File: config.mk
export PLATFORM = sky130hd
export DESIGN_NAME = mcoc_ctrl
export DESIGN_NICKNAME = d
export VERILOG_FILES = /design/src/rtl/mcoc_pkg.sv /design/src/rtl/mcoc_ctrl.sv
export VERILOG_INCLUDE_DIRS = /design/src /design/src/rtl
export SDC_FILE = /design/constraint.sdc
export NUM_CORES = 1
export LEC_CHECK = 0
export BUFFER_PORTS_ARGS = -buffer_cell sky130_fd_sc_hd__buf_4
export CORE_AREA = 2 2 39 41
export DETAILED_ROUTE_END_ITERATION = 6
export DIE_AREA = 0 0 41 43
export HOLD_SLACK_MARGIN = 0.02
export PLACE_DENSITY = 0.57
export SYNTH_ARGS = -nofsm -noshare
export SYNTH_HDL_FRONTEND = slang
export SYNTH_SLANG_ARGS = --single-unit
File: constraint.sdc
create_clock -name clk -period 1 [get_ports clk]
set_input_delay 0 -clock clk [delete_from_list [all_inputs] [get_ports clk]]
set_output_delay 0 -clock clk [all_outputs]
set_load 0.01 [all_outputs]
File: src/rtl/matrix_chain_order_cost_defines.svh
// assertion macros shared by the matrix chain cost rtl
`ifndef MATRIX_CHAIN_ORDER_COST_DEFINES_SVH
`define MATRIX_CHAIN_ORDER_COST_DEFINES_SVH
`ifndef SYNTHESIS
`define MCOC_ASSERT(lbl, prop, msg) \
	lbl: assert property (@(posedge clk) disable iff (!arst_n) prop) else $error(msg);
`define MCOC_ASSERT_NEXT(lbl, ante, cons, msg) \
	lbl: assert property (@(posedge clk) disable iff (!arst_n) (ante) |=> (cons)) \
		else $error(msg);
`else
`define MCOC_ASSERT(lbl, prop, msg)
`define MCOC_ASSERT_NEXT(lbl, ante, cons, msg)
`endif
`endif

File: src/rtl/mcoc_pkg.sv
// types and constants shared by the matrix chain cost controller and datapath
`timescale 1ns / 1ps
package mcoc_pkg;

	localparam int COST_W = 63;
	localparam int SPLIT_W = 5;
	localparam logic [COST_W-1:0] COST_MAX = '1;

	typedef enum logic [1:0] {
		STATUS_OK        = 2'd0,
		STATUS_NO_MATRIX = 2'd1,
		STATUS_TRUNCATED = 2'd2
	} status_t;

	typedef enum logic [3:0] {
		ST_LOAD,
		ST_START,
		ST_CELL_PI,
		ST_CELL_PJ,
		ST_CELL_CAP,
		ST_K_READ,
		ST_K_MUL1,
		ST_K_MUL2,
		ST_K_TRI,
		ST_K_CMP,
		ST_CELL_WR,
		ST_FINISH
	} state_t;

	// dimension store read address select
	typedef enum logic [1:0] {
		DSEL_I,
		DSEL_J1,
		DSEL_K1
	} dim_sel_t;

	typedef struct packed {
		logic     load;
		logic     start;
		logic     cell_init;
		dim_sel_t dim_sel;
		logic     cap_pi;
		logic     cap_pj;
		logic     cmp;
		logic     cell_wr;
		logic     cell_next;
		logic     finish;
	} cmd_t;

	typedef struct packed {
		logic short_chain;
		logic k_last;
		logic table_done;
		logic out_free;
	} sts_t;

endpackage

File: src/rtl/mcoc_ctrl.sv
// sequencing state machine for the matrix chain cost fill
`timescale 1ns / 1ps
`include "matrix_chain_order_cost_defines.svh"
module mcoc_ctrl (
	input  logic           clk,
	input  logic           arst_n,
	input  logic           dim_valid,
	input  logic           last_dimension,
	output logic           dim_stall,
	input  mcoc_pkg::sts_t sts,
	output mcoc_pkg::cmd_t cmd
);

	mcoc_pkg::state_t state_q;
	mcoc_pkg::state_t state_d;

	always_ff @(posedge clk or negedge arst_n) begin
		if (!arst_n) begin
			state_q <= mcoc_pkg::ST_LOAD;
		end else begin
			state_q <= state_d;
		end
	end

	always_comb begin
		state_d = state_q;
		cmd = '0;
		cmd.dim_sel = mcoc_pkg::DSEL_I;
		dim_stall = 1'b1;
		case (state_q)
			mcoc_pkg::ST_LOAD: begin
				dim_stall = 1'b0;
				if (dim_valid) begin
					cmd.load = 1'b1;
					if (last_dimension) begin
						state_d = mcoc_pkg::ST_START;
					end
				end
			end
			mcoc_pkg::ST_START: begin
				if (sts.short_chain) begin
					state_d = mcoc_pkg::ST_FINISH;
				end else begin
					cmd.start = 1'b1;
					state_d = mcoc_pkg::ST_CELL_PI;
				end
			end
			mcoc_pkg::ST_CELL_PI: begin
				cmd.dim_sel = mcoc_pkg::DSEL_I;
				cmd.cell_init = 1'b1;
				state_d = mcoc_pkg::ST_CELL_PJ;
			end
			mcoc_pkg::ST_CELL_PJ: begin
				cmd.dim_sel = mcoc_pkg::DSEL_J1;
				cmd.cap_pi = 1'b1;
				state_d = mcoc_pkg::ST_CELL_CAP;
			end
			mcoc_pkg::ST_CELL_CAP: begin
				cmd.cap_pj = 1'b1;
				state_d = mcoc_pkg::ST_K_READ;
			end
			mcoc_pkg::ST_K_READ: begin
				cmd.dim_sel = mcoc_pkg::DSEL_K1;
				state_d = mcoc_pkg::ST_K_MUL1;
			end
			mcoc_pkg::ST_K_MUL1: begin
				state_d = mcoc_pkg::ST_K_MUL2;
			end
			mcoc_pkg::ST_K_MUL2: begin
				state_d = mcoc_pkg::ST_K_TRI;
			end
			mcoc_pkg::ST_K_TRI: begin
				state_d = mcoc_pkg::ST_K_CMP;
			end
			mcoc_pkg::ST_K_CMP: begin
				cmd.cmp = 1'b1;
				if (sts.k_last) begin
					state_d = mcoc_pkg::ST_CELL_WR;
				end else begin
					state_d = mcoc_pkg::ST_K_READ;
				end
			end
			mcoc_pkg::ST_CELL_WR: begin
				cmd.cell_wr = 1'b1;
				if (sts.table_done) begin
					state_d = mcoc_pkg::ST_FINISH;
				end else begin
					cmd.cell_next = 1'b1;
					state_d = mcoc_pkg::ST_CELL_PI;
				end
			end
			mcoc_pkg::ST_FINISH: begin
				// hold until the result register can take a new result
				if (sts.out_free) begin
					cmd.finish = 1'b1;
					state_d = mcoc_pkg::ST_LOAD;
				end
			end
			default: begin
				state_d = mcoc_pkg::ST_LOAD;
			end
		endcase
	end

	`MCOC_ASSERT(a_finish_needs_free, cmd.finish |-> sts.out_free, "result overwritten")
	`MCOC_ASSERT_NEXT(a_last_starts_fill, (state_q == mcoc_pkg::ST_LOAD) && dim_valid && last_dimension, state_q == mcoc_pkg::ST_START, "last transfer did not start fill")

endmodule

==> results_dict.tcl <==
set metrics [dict create \
    status "complete, but fails checks" \
    failed_checks "setup timing" \
    clk_pin_slew_worst_paths_ps 40 \
    max_freq_ghz 0.776 \
    syn_avg_cell_area_sq_um 7.41 \
    multi_input_area_sq_um 452 \
    startpoint_type "flip-flop" \
    mostFrequentLayoutCell "buf_6" \
    drv_slew 0 \
    finalCritPeriodShare_pct 129 \
    antenna_found_initial 0 \
    grt_pass1_wl_mm 2.50 \
    required_ps 1000 \
    final_nets 106 \
    tightest_slew_ps 188 \
    synth-seq-area-share_pct 26.0 \
    max_stage_delay_ps 450 \
    power_mw 3.60 \
    die-area_sq_um 1760 \
    n_antenna_cell 0 \
    reg2reg_depth 6 \
    area_growth_pct 183 \
    final-hold-violation-count 0 \
    grt_start_max_net_pins 7 \
    boundaryPins 20 \
    dp_hpwl_um 954 \
    grt_use_total_pct 20.6 \
    drt-initial-drc-count 9 \
    relSlewSlack_pct 87.4 \
    fillers 97 \
    worst_path_max_delay_cell "dfrtp_2" \
    synth_top_area_share_pct 26.0 \
    wl_met1_um 630 \
    initial_core_util_pct 27.8 \
    largest_register "state_q" \
    finClkSkew_ps 4.09 \
    fin_ws_ps -288 \
    yosys-top-cells-area "dfrtp_1 (26%), nor3_1 (9.1%), nor2_1 (7.8%)" \
    largest_reg_flops 4 \
    yosysTopAreaCell "dfrtp_1" \
    via_count 552 \
    fp.dieW_um 41 \
    clkLatencyLatePin_ps 230 \
    htree_num_levels 1 \
    grt_pass1_vias 574 \
    rsz0062_at_grt "yes" \
    crit_type "flip-flop to output pin" \
    cts.path.max_buffers 2 \
    cts.sinks 4 \
    wl_met2_mm 1.06 \
    overflow 0 \
    dr.pass1.iters 4 \
    regArea_sq_um 104 \
    globalplace.congestion 0.798 \
    rows 14 \
    yosysWarnings 0 \
    instances_no_fill 112 \
    cpMostUsedCell "buf_6" \
    met3_length_um 43 \
    cts_tree "done" \
    cts_made_buffers 3 \
    maxCapViolations 0 \
    layout_common_cells "buf_6 (21), buf_4 (18)" \
    crit_path_cell_trace "buf_12 > nor2_4 > buf_6 > and3_4 > buf_6" \
    portBuffers 19 \
    arrival_ps 1290 \
    critPathMaxFanout 4 \
    drive_gt1_share_pct 86.5 \
    synth_cells 52 \
    drc 0 \
    leakage_nw 0.472 \
    syn_nets 60 \
    routed_wirelength_mm 1.73 \
    period_needed_ps 1290 \
    root_buffer "clkbuf_4" \
    setup_viol 16 \
    routedWlPerCell_um 15.5 \
    critPathCaptureType "output pin" \
    top_layer_used "met3" \
    core-area_sq_um 1380 \
    peakVddDrop_v 0.00192 \
    min_path_type "input pin to async pin" \
    synth-seq-cells 4 \
    dpl.cell_count 97 \
    antenna_left 0 \
    die_height_um 43 \
    vias_per_cell 4.93 \
    synth_cell_types 23 \
    reg_top3 "state_q: 4 flops" \
    syn_area_sq_um 385 \
    power.density_nw_per_um2 3290 \
]
## critical path: cells and delay by family (launching register included)
kind                   cells  cell delay [ps]
buffers and inverters      3              350
DFF                        1              450
and+or+nand+nor            2              250
## synthesized netlist by cell type, drive strengths merged
cell type	instances
and2	1
nand2	3
nor2b	1
buf	5
o32ai	1
a21oi	4
nor2	8
a31oi	1
o21ai	3
nor3	7
o31ai	1
dfrtp	4
nand4bb	1
inv	2
xor2	1
nor4	1
o22ai	2
nand2b	4
nand4b	1
and3	1
## area by class of cell
class / count / share of cell area [%]
multi-input cells: 41 / 41.4
inverters: 2 / 0.687
well taps: 16 / 1.83
clock buffers: 3 / 2.06
repair buffers: 46 / 44.6
flip-flops and latches: 4 / 9.51
## path summary, 6_finish.rpt
kind                                    to  slack [ps]       start
worst min register to register  state_q[2]         710  state_q[3]
min in group clk                state_q[3]         100      sts[2]
worst max-delay path               cmd[10]        -290  state_q[0]
worst min-delay path            state_q[0]         100      arst_n
max in group asynchronous       state_q[1]         780      arst_n
worst max register to register  state_q[0]        -260  state_q[1]
## repair_timing
action,in CTS,in global routing
setup buffers,6,5
resized for setup,36,29
hold endpoints to repair,5,0
hold buffers,2,0
endpoints found under the setup margin,16,16
pin swaps,10,10
## per-layer routing
metal  vias to the layer above  GRT usage, %
li1                        274             -
met1                       266          24.2
met2                        12          35.3
met3                         0          2.62
met4                         0          8.00
met5                         -             0
## cells by family after synthesis
kind of cell,synth area share (%)
flip-flops,26.0
XOR/XNOR,2.27
buffers and inverters,13.0
AO/OA/AOI/OAI,19.2
AND/OR/NAND/NOR,39.6
## report_power, final
part           total [mW]  leakage (nW)  internal, mW  switching (mW)
Combinational        3.01         0.413          1.71            1.30
Sequential          0.387        0.0456         0.254           0.132
Clock               0.195        0.0138         0.134          0.0613
## per-stage QoR
stage	instance area, sq um	worst slack [ps]	hold WS (ps)	utilization [%]	TNS [ps]
2_1_floorplan	430	-53.1	-296	-	-55.9
3_3_place_gp	678	-99.0	-203	49.0	-511
3_5_place_dp	678	-137	-201	49.0	-594
4_1_cts	913	-282	89.8	66.0	-3330
5_1_grt	1090	-342	109	78.9	-4400
6_report	1090	-288	102	78.9	-3540
(Power assumes the default switching activity.)
